File: src/hw/rtl/assert_macros.svh
// assertion macros shared by the rtl files
`ifndef ASSERT_MACROS_SVH
`define ASSERT_MACROS_SVH
`ifndef SYNTHESIS
`define ASSERT_HOLDS(lbl, clk, rstn, prop, msg) \
	lbl: assert property (@(posedge clk) disable iff (!rstn) prop) else $error(msg);
`define ASSERT_NEVER(lbl, clk, rstn, expr, msg) \
	lbl: assert property (@(posedge clk) disable iff (!rstn) !(expr)) else $error(msg);
`else
`define ASSERT_HOLDS(lbl, clk, rstn, prop, msg)
`define ASSERT_NEVER(lbl, clk, rstn, expr, msg)
`endif
`endif

File: src/hw/rtl/ifl_pkg.sv
// types, constants and codes of the forwarding lookup
package ifl_pkg;
	localparam int ROUTE_DEPTH = 1024;
	localparam int ARP_DEPTH   = 16;
	localparam int PORT_BITS   = 4;

	localparam int RIDX_W = (ROUTE_DEPTH > 1) ? $clog2(ROUTE_DEPTH) : 1;
	localparam int RCNT_W = $clog2(ROUTE_DEPTH + 1);
	localparam int AIDX_W = (ARP_DEPTH > 1) ? $clog2(ARP_DEPTH) : 1;
	localparam int ACNT_W = $clog2(ARP_DEPTH + 1);

	localparam logic [1:0] CMD_LOOKUP = 2'd0;
	localparam logic [1:0] CMD_ROUTE  = 2'd1;
	localparam logic [1:0] CMD_ARP    = 2'd2;
	localparam logic [1:0] CMD_UNUSED = 2'd3;

	localparam logic [3:0] ST_BAD_CKS  = 4'd0;
	localparam logic [3:0] ST_TTL_EXP  = 4'd1;
	localparam logic [3:0] ST_UNREACH  = 4'd2;
	localparam logic [3:0] ST_FORWARD  = 4'd3;
	localparam logic [3:0] ST_PENDING  = 4'd4;
	localparam logic [3:0] ST_LOADED   = 4'd5;
	localparam logic [3:0] ST_RT_FULL  = 4'd6;
	localparam logic [3:0] ST_LEARNED  = 4'd7;
	localparam logic [3:0] ST_ARP_FULL = 4'd8;

	typedef struct packed {
		logic [31:0]          pre;
		logic [31:0]          mask;
		logic [31:0]          hop;
		logic [PORT_BITS-1:0] port;
	} rent_t;

	typedef struct packed {
		logic [31:0] ip;
		logic [47:0] mac;
	} aent_t;

	// commands from the controller
	typedef struct packed {
		logic       capture;
		logic       srch_init;
		logic       srch_rd;
		logic       srch_cmp;
		logic       scan_init;
		logic       scan_rd;
		logic       scan_cmp;
		logic       arp_wr;
		logic       ins_init;
		logic       ins_rd;
		logic       ins_wr;
		logic       ins_place;
		logic       emit;
		logic [3:0] code;
	} ctl_t;

	// status back to the controller
	typedef struct packed {
		logic [1:0] cmd;
		logic       hdr_ok;
		logic       ttl_low;
		logic       srch_open;
		logic       srch_eq;
		logic       scan_open;
		logic       arp_hit;
		logic       arp_full;
		logic       route_full;
		logic       ins_open;
		logic       ins_gt;
	} sts_t;
endpackage

File: src/hw/rtl/ifl_ctrl.sv
// controller state machine of the forwarding lookup
module ifl_ctrl (
	input  logic          clk,
	input  logic          arst_n,
	input  logic          start,
	output logic          busy,
	input  ifl_pkg::sts_t sts,
	output ifl_pkg::ctl_t ctl
);
	import ifl_pkg::*;

	localparam logic [3:0] S_IDLE     = 4'd0;
	localparam logic [3:0] S_DISPATCH = 4'd1;
	localparam logic [3:0] S_SRCH     = 4'd2;
	localparam logic [3:0] S_SRCH_CMP = 4'd3;
	localparam logic [3:0] S_SCAN     = 4'd4;
	localparam logic [3:0] S_SCAN_CMP = 4'd5;
	localparam logic [3:0] S_INS      = 4'd6;
	localparam logic [3:0] S_INS_WR   = 4'd7;

	logic [3:0] state_q;
	logic [3:0] state_d;

	assign busy = (state_q != S_IDLE);

	always_comb begin
		ctl     = '0;
		state_d = state_q;
		case (state_q)
			S_IDLE: begin
				if (start) begin
					ctl.capture = 1'b1;
					state_d     = S_DISPATCH;
				end
			end
			S_DISPATCH: begin
				state_d = S_IDLE;
				case (sts.cmd)
					CMD_LOOKUP: begin
						if (!sts.hdr_ok) begin
							ctl.emit = 1'b1;
							ctl.code = ST_BAD_CKS;
						end else if (sts.ttl_low) begin
							ctl.emit = 1'b1;
							ctl.code = ST_TTL_EXP;
						end else begin
							ctl.srch_init = 1'b1;
							state_d       = S_SRCH;
						end
					end
					CMD_ROUTE: begin
						if (sts.route_full) begin
							ctl.emit = 1'b1;
							ctl.code = ST_RT_FULL;
						end else begin
							ctl.ins_init = 1'b1;
							state_d      = S_INS;
						end
					end
					CMD_ARP: begin
						ctl.scan_init = 1'b1;
						state_d       = S_SCAN;
					end
					default: begin
						state_d = S_IDLE;
					end
				endcase
			end
			S_SRCH: begin
				if (sts.srch_open) begin
					ctl.srch_rd = 1'b1;
					state_d     = S_SRCH_CMP;
				end else begin
					ctl.emit = 1'b1;
					ctl.code = ST_UNREACH;
					state_d  = S_IDLE;
				end
			end
			S_SRCH_CMP: begin
				ctl.srch_cmp = 1'b1;
				if (sts.srch_eq) begin
					ctl.scan_init = 1'b1;
					state_d       = S_SCAN;
				end else begin
					state_d = S_SRCH;
				end
			end
			S_SCAN: begin
				if (sts.scan_open) begin
					ctl.scan_rd = 1'b1;
					state_d     = S_SCAN_CMP;
				end else begin
					ctl.emit = 1'b1;
					state_d  = S_IDLE;
					if (sts.cmd == CMD_LOOKUP) begin
						ctl.code = sts.arp_hit ? ST_FORWARD : ST_PENDING;
					end else if (sts.arp_hit || !sts.arp_full) begin
						ctl.arp_wr = 1'b1;
						ctl.code   = ST_LEARNED;
					end else begin
						ctl.code = ST_ARP_FULL;
					end
				end
			end
			S_SCAN_CMP: begin
				ctl.scan_cmp = 1'b1;
				state_d      = S_SCAN;
			end
			S_INS: begin
				if (sts.ins_open) begin
					ctl.ins_rd = 1'b1;
					state_d    = S_INS_WR;
				end else begin
					ctl.ins_place = 1'b1;
					ctl.emit      = 1'b1;
					ctl.code      = ST_LOADED;
					state_d       = S_IDLE;
				end
			end
			S_INS_WR: begin
				ctl.ins_wr = 1'b1;
				if (sts.ins_gt) begin
					state_d = S_INS;
				end else begin
					ctl.emit = 1'b1;
					ctl.code = ST_LOADED;
					state_d  = S_IDLE;
				end
			end
			default: begin
				state_d = S_IDLE;
			end
		endcase
	end

	always_ff @(posedge clk or negedge arst_n) begin
		if (!arst_n) begin
			state_q <= S_IDLE;
		end else begin
			state_q <= state_d;
		end
	end
endmodule

File: config.mk
export PLATFORM = sky130hd
export DESIGN_NAME = ifl_ctrl
export DESIGN_NICKNAME = d
export VERILOG_FILES = /design/src/hw/rtl/assert_macros.svh /design/src/hw/rtl/ifl_pkg.sv /design/src/hw/rtl/ifl_ctrl.sv
export SDC_FILE = /design/constraint.sdc
export NUM_CORES = 1
export LEC_CHECK = 0
export BUFFER_PORTS_ARGS = -buffer_cell sky130_fd_sc_hd__buf_2
export CORE_AREA = 2 2 39 41
export DETAILED_ROUTE_END_ITERATION = 6
export DIE_AREA = 0 0 41 43
export MAX_ROUTING_LAYER = met4
export PLACE_DENSITY = 0.65
export SLEW_MARGIN = 30
export SYNTH_ARGS = -nofsm -noshare
export SYNTH_HDL_FRONTEND = slang
export SYNTH_SLANG_ARGS = --single-unit
export TNS_END_PERCENT = 1
File: constraint.sdc
create_clock -name clk -period 2.8 [get_ports clk]
set_input_delay 0.28 -clock clk [delete_from_list [all_inputs] [get_ports clk]]
set_output_delay 0.28 -clock clk [all_outputs]
set_load 0.005 [all_outputs]
# After elaboration in Yosys (flattened, before gate mapping)
# Cells that the tools add are included.
[word_totals] memories=0 latchBits=0 ff_bits=4 inputBits=15 ramBits=0 rom_bits=0 output_inout_bits=18
[op_classes] n_bitwise=0 muxes=49 shifts=0 eq_ne=10 n_reduce_logical=5 add_sub_neg=0 n_mul=0 n_div=0 order_cmp=0
[op_table] op="case mux 4 bit (8 select lines)" count=1
[op_table] op="2-to-1 mux 5 bit" count=6
[op_table] op="2-to-1 mux 1 bit" count=25
[op_table] op="case mux 5 bit (5 select lines)" count=1
[op_table] op="2-to-1 mux 3 bit" count=6
[op_table] op="equality test 4 x 3 -> 1 bit, second input constant" count=4
[op_table] op="2-to-1 mux 4 bit" count=3
[op_table] op="case mux 4 bit (3 select lines)" count=1
[op_table] op="case mux 5 bit (2 select lines)" count=1
[op_table] op="equality test 4 x 2 -> 1 bit, second input constant" count=2
[op_table] op="2-to-1 mux 2 bit" count=3
[op_table] op="2-to-1 mux 6 bit" count=1
[op_table] op="equality test 4 x 1 -> 1 bit, second input constant" count=1
[op_table] op="logical NOT 4 bit" count=1
[op_table] op="nonzero test 4 bit" count=1
[op_table] op="equality test 2 x 1 -> 1 bit, second input constant" count=1
[op_table] op="equality test 2 bit, second input constant" count=1
[op_table] op="logical NOT 2 bit" count=1
[op_table] op="!= test 2 bit, second input constant" count=1
[op_table] op="case mux 1 bit (2 select lines)" count=1
[op_table] op="logical NOT 1 bit" count=1
[op_table] op="logical OR 1 bit" count=1

# Depth between registers and ports, before layout
[logic_depth] ltp_word=6 mapped_depth=4 depth_no_buf=3

# Least setup slack after synthesis
# Ideal clock, no wire load.
[synth_path] path_kind="reg-to-output" from="register state_q[1]" to="output ctl[0] (netlist bit)" arrival_ps=1358 t_required_ps=2520 path_buffers=0 path_slack_ps=1162 stages_incl_launch_ff=3 path_cell_list="dfrtp_1 > or4b_1 > o311ai_0"
[synth_lines] item="start, declared" line="ifl_ctrl.sv:21" source="logic [3:0] state_q;"
[synth_lines] item="start signal, assigned" line="ifl_ctrl.sv:140" source="state_q <= state_d;"
[synth_lines] item="end, declared" line="ifl_ctrl.sv:8" source="output ifl_pkg::ctl_t ctl"

==> summary.md <==
| Metric | Value |
|---|---|
| Top Registers | `state_q x3` |
| DP HPWL | `roughly 1000 µm` |
| IO Port Bufs | `32` |
| Global-route wire length before repair | `1814 µm` |
| Via/cell ratio | `~5.1` |
| Total power | `0.4202 mW` |
| P&R area growth vs syn | `44.94%` |
| WL/cell | `11.13 µm` |
| Placed cells | `approximately 110` |
| Largest register FFs | `3` |
| DR WL met3 | `roughly 120 µm` |
| Initial antenna violation count | `0` |
| Worst Path Max Fanout | `15` |
| Clock slew at reported path FFs | `40 ps` |
| Synth top area cells | `dfrtp_1, nand2b_1, nor2_1` |
| Post-synth top flop | `dfrtp_1` |
| RSZ-0062 raised after global routing | `no` |
| Worst setup path startpoint | `state_q[0]$_DFFE_PN0P_` |
| Synth async-reset ratio | `between 90% and 100%` |
| # clock sinks | `3` |
| DP Worst Slack | `857.4 ps` |
| Synth Net Count | `78` |
| Starting density of the core | `32.19%` |
| Worst path max stage delay | `just under 600 ps` |
| CTS tree | `yes` |
| CP bufs+invs | `1` |
| Critical path's slowest cell | `nor4b_1` |
| # IOs | `33` |
| Sequential area share after synthesis | `16.85%` |
| Final cell count without fillers | `around 110` |
| Worst reg2reg path startpoint | `state_q[1]$_DFFE_PN0P_` |
| Vias in the first global route | `460` |
| Pin count of the biggest net entering global routing | `16` |
| Post-synth EDFFs | `0` |
| Worst Setup Start Kind | `flip-flop` |
| Drt first pass iters | `4` |
| Reg-to-reg slack, setup | `1090 ps` |
| Die area | `1763 µm²` |
| Peak VDD IR | `0.0002543 V` |
| CTS Buf Count | `3` |
| N_diodes | `0` |
| DRC | `0` |
| Die X | `41 µm` |
| Antenna viol nets, final | `0` |
| Actual slew at the worst max-slew pin | `around 550 ps` |
| Seq cells post-synth | `3` |
| Synthesized area | `~450 µm²` |
| Syn Inst Count | `63` |
| Finish-stage setup viols | `0` |
| Max Cap Viol | `0` |
| Met1 WL | `582 µm` |
| Pleak | `around 0.33 nW` |
| Placer Congestion | `0.7780` |
| CP Class | `flip-flop to output port` |
| Global route overflow | `0` |
| Crit path capture | `ctl[1]` |
| Final net count | `roughly 110` |
| Setup ws final | `610.4 ps` |
| Row count | `14` |
| Top Metal Used | `met3` |
| Layout cells sized above 1 | `39.58%` |
| CTS root buf | `clkbuf_4` |
| Post-CTS Setup Bufs | `0` |
| Area share of the largest cell type after synthesis | `between 10% and 20%` |
| Mean Syn Cell Area | `7.070 µm²` |
| Critical path arrival | `1910 ps` |
| WL met2 | `541 µm` |
| Final cycle utilization of the critical path | `78.20%` |
| Die Ht | `43 µm` |
| Dominant cell type by area after synthesis | `dfrtp_1` |
| H-tree depth | `1` |
| Setup TNS | `0 ps` |
| Worst r2r path cells | `3` |
| Synth warn | `0` |
| Pwr/cell area | `650.9 nW/µm²` |
| Core area | `about 1400 µm²` |
| Clock Skew | `0.5802 ps` |
| DRT iter0 DRCs | `6` |
| Crit-path cells | `nor4b_1 > o21ai_0 > o311ai_0 > buf_2` |
| FMAX | `between 0.4 and 0.5 GHz` |
| Min-Delay Startpoint | `sts[6]` |
| Min Tclk post-route | `between 2000 and 2500 ps` |
| Worst-Skew Late Latency | `~230 ps` |
| Crit end category | `output port` |
| Delay-heaviest family, CP | `simple AND/OR/NAND/NOR gates` |
| Fill cells | `149` |
| Slew Limit Fails | `0` |
| Clock Tree Buf Depth | `2` |
| Slew margin rel. | `approximately 63%` |
| R2R Path End | `state_q[1]$_DFFE_PN0P_` |
| Total wire length | `1246 µm` |
| Largest reg by FF count | `state_q` |
| Final hold vios | `0` |
| Synth cell types | `27` |
| CP Depth | `4` |
| Worst Hold Class | `input port to flip-flop` |
| Vias post-DR | `568` |
| Outcome | `finished, final reports clean` |
| Worst hold slack | `324.1 ps` |
| WP data required | `2520 ps` |
| GR Util All Layers | `14.92%` |
layout make-up:
class / count / area [µm²] / area share [%]
flip-flops and latches: 3 / 75.07 / 11.63
repair buffers: 33 / 170.2 / 26.36
inverters: 3 / 11.26 / 1.744
multi-input cells: 53 / 342.8 / 53.10
clock buffers: 4 / 26.28 / 4.070
well taps: 16 / 20.02 / 3.101
stage by stage:
| step | instance area [µm²] | utilization [%] |
|---|---|---|
| 5_1_grt | 645.6 | 46.65 |
| 3_5_place_dp | 609.3 | 44.03 |
| 4_1_cts | 645.6 | 46.65 |
| 6_report | 645.6 | 46.65 |
| 3_3_place_gp | 609.3 | 44.03 |
| 2_1_floorplan | 445.4 | - |
cell usage after synthesis, types with 2 or more instances:
cell	n
and2_1	2
a21oi_1	2
clkbuf_1	3
inv_1	3
o21ai_0	3
mux2i_1	2
nor2b_1	4
nor4b_1	2
nand3_1	5
nor3_1	5
dfrtp_1	3
nor2_1	7
nand2_1	3
o311ai_0	2
nand2b_1	5
report_power, final:
part | leakage, nW | internal [mW] | switching [mW]
registers | 0.0388 | 0.0605 | 0.0608
clock network | 0.0150 | 0.0535 | 0.0238
logic | 0.274 | 0.122 | 0.0995
routing by layer:
layer,vias up,track usage [%]
met1,238,19.29
met4,0,4.000
met5,-,-
li1,300,-
met2,30,22.81
met3,0,3.141
worst min path at each step:
stage,end,cells after the start
after CTS,state_q[2]$_DFFE_PN0P_,3
after detailed placement,state_q[0]$_DFFE_PN0P_,1
after global placement,state_q[0]$_DFFE_PN0P_,1
after floorplan,state_q[0]$_DFFE_PN0P_,0
after global routing,state_q[2]$_DFFE_PN0P_,3
final,state_q[2]$_DFFE_PN0P_,3
tightest hold or removal path: cells and delay by family:
family          cells  cell delay, ps
simple gates        1              70
compound gates      1              70
buf+inv             1             100
placed cells by master, fill, tap and decap left out, types with 3 or more instances in the layout:
master     n
o21ai_0    3
nor2b_1    4
nand2_1    3
nor2_1     7
nand3_1    5
nor3_1     5
clkbuf_4   3
nand2b_1   5
dfrtp_1    3
buf_2     32
inv_1      3
timing repair:
item | CTS | global route
hold buffers | 1 | 0
resized for setup | 0 | 0
hold endpoints to repair | 3 | 0
cells by family after synthesis:
logic type / after synthesis / share of synthesized area, %
AO/OA/AOI/OAI: 11 / 17.70
buffers and inverters: 7 / 6.178
flip-flops: 3 / 16.85
multiplexers: 3 / 9.550
AND/OR/NAND/NOR: 39 / 49.72
(Power assumes the default switching activity.)
